<file path="src/rtl/urba_pkg.sv">
`default_nettype none

package urba_pkg;

    // Field widths
    localparam int REQ_W      = 32;
    localparam int OFFSET_W   = 32;
    localparam int ALIGNED_W  = 33;
    localparam int COUNT_W    = 32;
    localparam int CFG_DATA_W = 32;
    localparam int CFG_IDX_W  = 1;

    // Parameter defaults
    localparam int OFFSET_BITS_DEF = 32;
    localparam int Q_DEPTH_DEF     = 2;

    // Register indexes and reset values
    localparam logic [CFG_IDX_W-1:0]  REG_CAPACITY  = 1'd0;
    localparam logic [CFG_IDX_W-1:0]  REG_ALIGNMENT = 1'd1;
    localparam logic [CFG_DATA_W-1:0] CAPACITY_RST  = 32'd65536;
    localparam logic [CFG_DATA_W-1:0] ALIGNMENT_RST = 32'd1;

    // Request kinds
    localparam logic OP_ALLOC = 1'b0;
    localparam logic OP_FRAME = 1'b1;

    // Input item
    typedef struct packed {
        logic             op;
        logic [REQ_W-1:0] request_bytes;
    } t_req;

    // Classified item between front and back
    typedef struct packed {
        logic                 op;
        logic [ALIGNED_W-1:0] aligned_bytes;
    } t_work;

    // Result item
    typedef struct packed {
        logic                 granted;
        logic [OFFSET_W-1:0]  offset;
        logic [ALIGNED_W-1:0] aligned_bytes;
        logic                 wrapped;
        logic                 overflow_flag;
        logic [OFFSET_W-1:0]  peak_used;
        logic [COUNT_W-1:0]   grant_count;
        logic [COUNT_W-1:0]   wrap_total;
    } t_result;

    // Front sequencer states
    typedef enum logic [2:0] {
        S_IDLE = 3'b001,
        S_DIV  = 3'b010,
        S_PUSH = 3'b100
    } t_front_state;

endpackage

`default_nettype wire

</file>
<file path="src/rtl/urba_fifo.sv">
`default_nettype none

module urba_fifo
    import urba_pkg::*;
#(
    parameter type t_data = logic,
    parameter int  DEPTH  = Q_DEPTH_DEF
) (
    input  wire logic  i_clk,
    input  wire logic  i_rst_n,
    input  wire logic  i_push,
    input  wire t_data i_data,
    input  wire logic  i_pop,
    output logic       o_full,
    output logic       o_empty,
    output t_data      o_data
);

    localparam int PW = (DEPTH > 1) ? $clog2(DEPTH) : 1;
    localparam int CW = $clog2(DEPTH + 1);

    t_data           r_mem [DEPTH];
    logic [PW-1:0]   r_wr_ptr;
    logic [PW-1:0]   r_rd_ptr;
    logic [CW-1:0]   r_count;
    logic            do_push;
    logic            do_pop;

    assign o_full  = (r_count == CW'(DEPTH));
    assign o_empty = (r_count == '0);
    assign o_data  = r_mem[r_rd_ptr];
    assign do_push = i_push && !o_full;
    assign do_pop  = i_pop && !o_empty;

    // Storage, no reset needed
    always_ff @(posedge i_clk) begin
        if (do_push) begin
            r_mem[r_wr_ptr] <= i_data;
        end
    end

    // Pointers and fill count
    always_ff @(posedge i_clk) begin
        if (!i_rst_n) begin
            r_wr_ptr <= '0;
            r_rd_ptr <= '0;
            r_count  <= '0;
        end else begin
            if (do_push) begin
                r_wr_ptr <= (r_wr_ptr == PW'(DEPTH - 1)) ? '0 : r_wr_ptr + 1'b1;
            end
            if (do_pop) begin
                r_rd_ptr <= (r_rd_ptr == PW'(DEPTH - 1)) ? '0 : r_rd_ptr + 1'b1;
            end
            if (do_push && !do_pop) begin
                r_count <= r_count + 1'b1;
            end else if (do_pop && !do_push) begin
                r_count <= r_count - 1'b1;
            end
        end
    end

endmodule

`default_nettype wire

</file>
<file path="src/rtl/urba_front.sv">
`default_nettype none

module urba_front
    import urba_pkg::*;
(
    input  wire logic                  i_clk,
    input  wire logic                  i_rst_n,
    input  wire logic                  i_push,
    input  wire t_req                  i_req,
    output logic                       o_full,
    input  wire logic [CFG_DATA_W-1:0] i_alignment,
    output logic                       o_work_push,
    output t_work                      o_work,
    input  wire logic                  i_work_full
);

    localparam int STEP_W = $clog2(REQ_W);

    t_front_state       r_state;
    t_front_state       n_state;
    logic               r_op;
    logic [REQ_W-1:0]   r_req;
    logic [REQ_W-1:0]   r_shift;
    logic [REQ_W-1:0]   r_align;
    logic [REQ_W-1:0]   r_rem;
    logic [STEP_W-1:0]  r_step;
    logic [REQ_W:0]     trial;
    logic [REQ_W-1:0]   rem_next;
    logic [ALIGNED_W-1:0] pad;

    assign o_full = (r_state != S_IDLE);

    // One remainder bit per cycle: restoring step
    always_comb begin
        trial = {r_rem, r_shift[REQ_W-1]};
        if (trial >= {1'b0, r_align}) begin
            rem_next = REQ_W'(trial - {1'b0, r_align});
        end else begin
            rem_next = trial[REQ_W-1:0];
        end
    end

    // Round up: add the distance to the next multiple
    assign pad = (r_rem == '0) ? '0 : ALIGNED_W'(r_align - r_rem);

    always_comb begin
        o_work.op            = r_op;
        o_work.aligned_bytes = (r_op == OP_FRAME) ? '0 : ALIGNED_W'(r_req) + pad;
        o_work_push          = (r_state == S_PUSH) && !i_work_full;
    end

    // Sequencer
    always_comb begin
        n_state = r_state;
        unique case (r_state)
            S_IDLE: begin
                if (i_push) begin
                    n_state = (i_req.op == OP_FRAME) ? S_PUSH : S_DIV;
                end
            end
            S_DIV: begin
                if (r_step == STEP_W'(REQ_W - 1)) begin
                    n_state = S_PUSH;
                end
            end
            S_PUSH: begin
                if (!i_work_full) begin
                    n_state = S_IDLE;
                end
            end
            default: n_state = S_IDLE;
        endcase
    end

    always_ff @(posedge i_clk) begin
        if (!i_rst_n) begin
            r_state <= S_IDLE;
        end else begin
            r_state <= n_state;
        end
    end

    // Operand and remainder registers
    always_ff @(posedge i_clk) begin
        if (r_state == S_IDLE && i_push) begin
            r_op    <= i_req.op;
            r_req   <= i_req.request_bytes;
            r_shift <= i_req.request_bytes;
            r_align <= (i_alignment == '0) ? REQ_W'(1) : i_alignment;
            r_rem   <= '0;
            r_step  <= '0;
        end else if (r_state == S_DIV) begin
            r_rem   <= rem_next;
            r_shift <= {r_shift[REQ_W-2:0], 1'b0};
            r_step  <= r_step + 1'b1;
        end
    end

endmodule

`default_nettype wire

</file>
<file path="src/rtl/urba_back.sv">
`default_nettype none

module urba_back
    import urba_pkg::*;
#(
    parameter int OFFSET_BITS = OFFSET_BITS_DEF
) (
    input  wire logic                  i_clk,
    input  wire logic                  i_rst_n,
    input  wire logic                  i_work_valid,
    input  wire t_work                 i_work,
    output logic                       o_work_pop,
    input  wire logic                  i_res_full,
    output logic                       o_res_push,
    output t_result                    o_res,
    input  wire logic [CFG_DATA_W-1:0] i_capacity
);

    // Compare width covers cursor plus a rounded size
    localparam int SW = ((OFFSET_BITS > ALIGNED_W) ? OFFSET_BITS : ALIGNED_W) + 1;

    logic [OFFSET_BITS-1:0] r_cursor, n_cursor;
    logic [OFFSET_BITS-1:0] r_peak, n_peak;
    logic [COUNT_W-1:0]     r_grants, n_grants;
    logic [COUNT_W-1:0]     r_wraps, n_wraps;
    logic                   r_ovf, n_ovf;

    logic          fire;
    logic [SW-1:0] cap_w, off_max, cap_eff, size_w, sum_w, end_w;
    logic          fits, wrap;

    assign fire       = i_work_valid && !i_res_full;
    assign o_work_pop = fire;
    assign o_res_push = fire;

    // Fit and wrap decisions
    always_comb begin
        cap_w   = SW'(i_capacity);
        off_max = SW'({OFFSET_BITS{1'b1}});
        cap_eff = (cap_w > off_max) ? off_max : cap_w;
        size_w  = SW'(i_work.aligned_bytes);
        sum_w   = SW'(r_cursor) + size_w;
        fits    = (cap_eff != '0) && (size_w <= cap_eff);
        wrap    = sum_w > cap_eff;
        end_w   = wrap ? size_w : sum_w;
    end

    // Next state and result
    always_comb begin
        n_cursor = r_cursor;
        n_peak   = r_peak;
        n_grants = r_grants;
        n_wraps  = r_wraps;
        n_ovf    = r_ovf;

        o_res.granted       = 1'b0;
        o_res.offset        = '0;
        o_res.aligned_bytes = '0;
        o_res.wrapped       = 1'b0;

        if (i_work.op == OP_FRAME) begin
            n_cursor = '0;
            n_peak   = '0;
            n_grants = '0;
            n_ovf    = 1'b0;
        end else begin
            o_res.aligned_bytes = i_work.aligned_bytes;
            if (!fits) begin
                n_ovf = 1'b1;
            end else begin
                o_res.granted = 1'b1;
                o_res.wrapped = wrap;
                o_res.offset  = wrap ? '0 : OFFSET_W'(r_cursor);
                n_cursor      = OFFSET_BITS'(end_w);
                if (OFFSET_BITS'(end_w) > r_peak) begin
                    n_peak = OFFSET_BITS'(end_w);
                end
                if (r_grants != '1) begin
                    n_grants = r_grants + 1'b1;
                end
                if (wrap && r_wraps != '1) begin
                    n_wraps = r_wraps + 1'b1;
                end
            end
        end

        o_res.overflow_flag = n_ovf;
        o_res.peak_used     = OFFSET_W'(n_peak);
        o_res.grant_count   = n_grants;
        o_res.wrap_total    = n_wraps;
    end

    always_ff @(posedge i_clk) begin
        if (!i_rst_n) begin
            r_cursor <= '0;
            r_peak   <= '0;
            r_grants <= '0;
            r_wraps  <= '0;
            r_ovf    <= 1'b0;
        end else if (fire) begin
            r_cursor <= n_cursor;
            r_peak   <= n_peak;
            r_grants <= n_grants;
            r_wraps  <= n_wraps;
            r_ovf    <= n_ovf;
        end
    end

endmodule

`default_nettype wire

</file>
<file path="src/rtl/upload_ring_bump_allocator_top.sv">
// Allocate: the front accepts, runs 32 remainder steps and hands off, and takes no
// new request until it has handed off; the bit-serial alignment remainder sets this.
// Begin frame: the front accepts and hands off with no remainder steps. Hand-off waits
// while the mid queue is full; the back end then writes each result into the result queue.
// Reset (i_rst_n low, synchronous) empties both queues, clears cursor, peak,
// counters and overflow, and loads capacity 65536 and alignment 1.
`default_nettype none

module upload_ring_bump_allocator_top
    import urba_pkg::*;
#(
    parameter int OFFSET_BITS = OFFSET_BITS_DEF,
    parameter int QUEUE_DEPTH = Q_DEPTH_DEF
) (
    input  wire logic                  i_clk,
    input  wire logic                  i_rst_n,
    input  wire logic                  i_cfg_we,
    input  wire logic [CFG_IDX_W-1:0]  i_cfg_idx,
    input  wire logic [CFG_DATA_W-1:0] i_cfg_data,
    input  wire logic                  i_push,
    input  wire t_req                  i_req,
    output logic                       o_full,
    input  wire logic                  i_pop,
    output t_result                    o_res,
    output logic                       o_empty
);

    logic [CFG_DATA_W-1:0] r_capacity;
    logic [CFG_DATA_W-1:0] r_alignment;

    logic    front_push;
    t_work   front_work;
    logic    mid_full;
    logic    mid_empty;
    t_work   mid_work;
    logic    back_pop;
    logic    res_push;
    t_result res_data;
    logic    res_full;

    // Configuration registers
    always_ff @(posedge i_clk) begin
        if (!i_rst_n) begin
            r_capacity  <= CAPACITY_RST;
            r_alignment <= ALIGNMENT_RST;
        end else if (i_cfg_we) begin
            unique case (i_cfg_idx)
                REG_CAPACITY:  r_capacity  <= i_cfg_data;
                REG_ALIGNMENT: r_alignment <= i_cfg_data;
                default: ;
            endcase
        end
    end

    // Front: accept and round up
    urba_front u_front (
        .i_clk       (i_clk),
        .i_rst_n     (i_rst_n),
        .i_push      (i_push),
        .i_req       (i_req),
        .o_full      (o_full),
        .i_alignment (r_alignment),
        .o_work_push (front_push),
        .o_work      (front_work),
        .i_work_full (mid_full)
    );

    // Queue between front and back
    urba_fifo #(
        .t_data (t_work),
        .DEPTH  (QUEUE_DEPTH)
    ) u_mid_q (
        .i_clk   (i_clk),
        .i_rst_n (i_rst_n),
        .i_push  (front_push),
        .i_data  (front_work),
        .i_pop   (back_pop),
        .o_full  (mid_full),
        .o_empty (mid_empty),
        .o_data  (mid_work)
    );

    // Back: ring state update
    urba_back #(
        .OFFSET_BITS (OFFSET_BITS)
    ) u_back (
        .i_clk        (i_clk),
        .i_rst_n      (i_rst_n),
        .i_work_valid (!mid_empty),
        .i_work       (mid_work),
        .o_work_pop   (back_pop),
        .i_res_full   (res_full),
        .o_res_push   (res_push),
        .o_res        (res_data),
        .i_capacity   (r_capacity)
    );

    // Result queue
    urba_fifo #(
        .t_data (t_result),
        .DEPTH  (QUEUE_DEPTH)
    ) u_res_q (
        .i_clk   (i_clk),
        .i_rst_n (i_rst_n),
        .i_push  (res_push),
        .i_data  (res_data),
        .i_pop   (i_pop),
        .o_full  (res_full),
        .o_empty (o_empty),
        .o_data  (o_res)
    );

endmodule

`default_nettype wire

</file>
<file path="config.mk">
export PLATFORM = sky130hd
export DESIGN_NAME = upload_ring_bump_allocator_top
export DESIGN_NICKNAME = d
export VERILOG_FILES = /design/src/rtl/urba_pkg.sv /design/src/rtl/urba_fifo.sv /design/src/rtl/urba_front.sv /design/src/rtl/urba_back.sv /design/src/rtl/upload_ring_bump_allocator_top.sv
export SDC_FILE = /design/constraint.sdc
export NUM_CORES = 2
export LEC_CHECK = 0
export ABC_AREA = 1
export BUFFER_PORTS_ARGS = -buffer_cell sky130_fd_sc_hd__buf_2
export CAP_MARGIN = 10
export CORE_ASPECT_RATIO = 0.5
export CORE_MARGIN = 2
export CORE_UTILIZATION = 62
export DETAILED_ROUTE_END_ITERATION = 10
export GPL_TIMING_DRIVEN = 1
export PLACE_DENSITY = 0.91
export SYNTH_ARGS = -nofsm -noshare
export SYNTH_HDL_FRONTEND = slang
export SYNTH_SLANG_ARGS = --single-unit
</file>
<file path="constraint.sdc">
create_clock -name i_clk -period 26.2 [get_ports i_clk]
set_clock_uncertainty 0.1 [all_clocks]
set_input_delay 1.31 -clock i_clk [delete_from_list [all_inputs] [get_ports i_clk]]
set_output_delay 1.31 -clock i_clk [all_outputs]
set_load 0.005 [all_outputs]
</file>
==> metrics.txt <==
synth unique cells 63; Top FF cell, synth edfxtp_1; Detailed Route WL 114400 um; DRC viols 0; most frequent cells in the layout 794 x nand2_1, 537 x inv_1, 493 x edfxtp_1; DP Worst Slack roughly 17000 ps; Worst path slowest cell buf_4; post-synthesis average cell area 8.872 sq um; share of post-route cells with drive strength above 1 14.02%; die height about 180 um; # hold bufs at CTS 0; Area after DPL 0.04214 sq mm; crit path max fanout 78; Crit. End Element flop; met3 wire len 9041 um; Switching Fraction about two fifths; Starting Density about 62%; Post-Synthesis Cells 4554; final net count around 5000; Overflow after GRT 0; Seq cells post-synth about 740; final RePlAce weighted congestion 0.9902; pin count of the biggest net entering global routing 105; VDD IR max 0.1042 mV; setup ws final 16780 ps; drt wl/cell 20.30 um; Top Metal Used met4; initial antenna violation count 0; Site Rows 66; final hold viol count 0; fin area 0.04428 sq mm; unrepaired setup endpoints after global routing false; clock latency on the worst-skew pair 660 ps; syn nets 4859; Synth Warn # 0; CP max stage delay 900 ps; Mapped Area between 0.04 and 0.05 sq mm; most common cell after layout, fill and taps aside nand2_1; vias in the first global route 32790; I/O Buffers 236; WL met1 46790 um; TritonRoute pass-1 iters 8; TritonCTS clock tree built; fin crit share 35.94%; Seq/Total Area, Yosys 48.68%; total CTS buffers 61; Routed Antenna Nets 0; Synth async-reset ratio 0%; net switching power 2.175 mW; setup TNS 0 ps; clock sinks roughly 740; most used cell, CP nand2_1; Horiz. Die Dim 365.0 um; clock slew at reported path FFs 70 ps; Tightest Hold Check Type reg2reg; GRT Overall Usage 33.18%; maxcap violations 0; setup bufs post-CTS 0; Worst EP arrival 9720 ps; Comb pwr share 45.4%; first-pass GRT wire length 175000 um; time the worst path needs with I/O delays and setup 9415 ps; Worst-Margin Slew 1205 ps; status completed; # setup viols final 0; area grow syn2layout 9.603%; via count 34030; H-tree levels 2; CTS root buf clkbuf_16; Pwr per Cell Area 117.1 mW/mm^2; initial drt markers 4132; Slew HR 18.84%; EDFF count, synth 493; clock tree buffer depth 3; Die ar. 0.06735 sq mm; Int Power 3.012 mW; n_diodes 0; FMAX 106.2 MHz; CP required 26510 ps; Via density 6.040; Ports ~240; DP HPWL 83170 um; Max Slew Vio Count 0; Critical Path Source Type flop; Resize count post-CTS 0; Power, Total 5.186 mW; register share of total power 35.8%; clock group share of total power 18.8%; Met2 Wirelength 54090 um; hold slack 365.3 ps; Crit Path Category reg2reg; CORE AREA between 0.06 and 0.07 sq mm; total leakage power roughly 19 nW
-- cell type report --
cell class                      instances  area, sq um
Timing Repair Buffer                  271         1466
Multi-Input combinational cell       3053        17760
Sequential cell                       736        19670
Clock buffer                           86         1745
Clock inverter                         30        375.4
Tap cell                              884         1106
Fill cell                            4883        20460
Inverter                              575         2161
-- metal layers --
metal  vias to the layer above  global-route usage, %
met5                         -                      0
met4                         0                  12.92
met3                       313                  4.043
met2                      1704                  55.62
met1                     16210                  44.26
li1                      15810                      -
-- synth_stat cells, types with 3 or more instances --
library cell	count	area share, %
nand3_1	167	2.1
o21a_1	17	0.32
xnor2_1	39	0.85
nand2_1	795	7.4
a31oi_1	16	0.25
o211ai_1	16	0.30
a221oi_1	3	0.065
or2_2	33	0.51
buf_1	13	0.12
fa_1	4	0.20
nor2_1	387	3.6
ha_1	230	7.1
a21o_1	10	0.19
edfxtp_1	493	37
nor2_2	4	0.062
nor3_1	55	0.68
buf_2	15	0.19
or4_1	3	0.056
nor3b_1	5	0.093
or2_1	14	0.22
o21ai_1	20	0.25
clkinv_1	5	0.046
nor3_2	4	0.099
buf_6	13	0.36
buf_4	8	0.15
a21oi_1	450	5.6
a21boi_0	7	0.13
inv_1	538	5.0
o21ai_0	346	4.3
a41oi_1	4	0.087
mux2_2	164	4.6
o21ai_2	30	0.65
nor4_1	29	0.45
dfxtp_1	243	12
o221ai_1	12	0.26
a211oi_1	4	0.074
inv_2	32	0.30
o21bai_1	9	0.17
xor2_1	57	1.2
nand4_1	85	1.3
clkbuf_1	140	1.3
nand2_2	10	0.15
-- path summary, 6_finish.rpt --
check	from	endpoint	slack (ps)	cells past startpoint
worst max-delay path	flop	u_res_q.r_mem[1][71]	16780	42
worst max register to register	flop	u_res_q.r_mem[1][71]	16780	42
worst min register to register	u_mid_q.r_rd_ptr	u_mid_q.r_rd_ptr	370	1
worst min-delay path	u_mid_q.r_rd_ptr	u_mid_q.r_rd_ptr	370	1
-- sequential cells by signal, summed over array words and instances (netlist names), named ones only --
| signal | cells |
|---|---|
| u_back.r_wraps | 32 |
| u_mid_q.r_wr_ptr | 1 |
| u_front.r_shift | 32 |
| u_mid_q.r_count | 2 |
| r_alignment | 32 |
| u_res_q.r_wr_ptr | 1 |
| u_back.r_cursor | 32 |
| u_front.r_rem | 32 |
| u_res_q.r_mem | 328 |
| r_capacity | 32 |
| u_res_q.r_rd_ptr | 1 |
| u_back.r_grants | 32 |
| u_front.r_state | 3 |
| u_front.r_op | 1 |
| u_mid_q.r_rd_ptr | 1 |
| u_front.r_req | 32 |
| u_res_q.r_count | 2 |
| u_front.r_step | 5 |
| u_back.r_ovf | 1 |
| u_front.r_align | 32 |
| u_mid_q.r_mem | 68 |
| u_back.r_peak | 32 |
-- kinds of logic (layout without fill, tap and decap cells) --
kind of cell | count (synthesis) | after routing | synth area share, %
XOR/XNOR | 96 | 96 | 2.081
flip-flops | 736 | 736 | 48.68
AO/OA/AOI/OAI | 956 | 956 | 12.87
multiplexers | 164 | 164 | 4.571
AND/OR/NAND/NOR | 1603 | 1603 | 17.00
adder cells (fa/ha/maj) | 234 | 234 | 7.321
buffers and inverters | 765 | 962 | 7.472
-- worst max-delay path: cells and delay by family, from the launching register on --
kind / cells / cell delay (ps)
adders and majority gates: 3 / 1140
and+or+nand+nor: 25 / 3150
xor gates and xnor gates: 1 / 270
AOI/OAI and AO/OA: 6 / 2140
buffers and inverters: 7 / 1990
DFF: 1 / 330
-- power groups by stage --
stage / Clock (mW) / Combinational, mW / Sequential (mW)
2_1_floorplan: 0 / 1.60 / 1.85
4_1_cts: 0.982 / 2.31 / 1.85
3_3_place_gp: 0 / 2.21 / 1.85
6_report: 0.977 / 2.35 / 1.86
5_1_grt: 1.03 / 2.57 / 1.88
3_5_place_dp: 0 / 2.29 / 1.87
-- stage by stage --
step,util [%],instances
final,68.40,5635
after global routing,68.40,5635
after CTS,68.36,5634
after detailed placement,65.08,5518
after global placement,65.08,5518
after floorplan,-,4554
(Power assumes the default switching activity.)
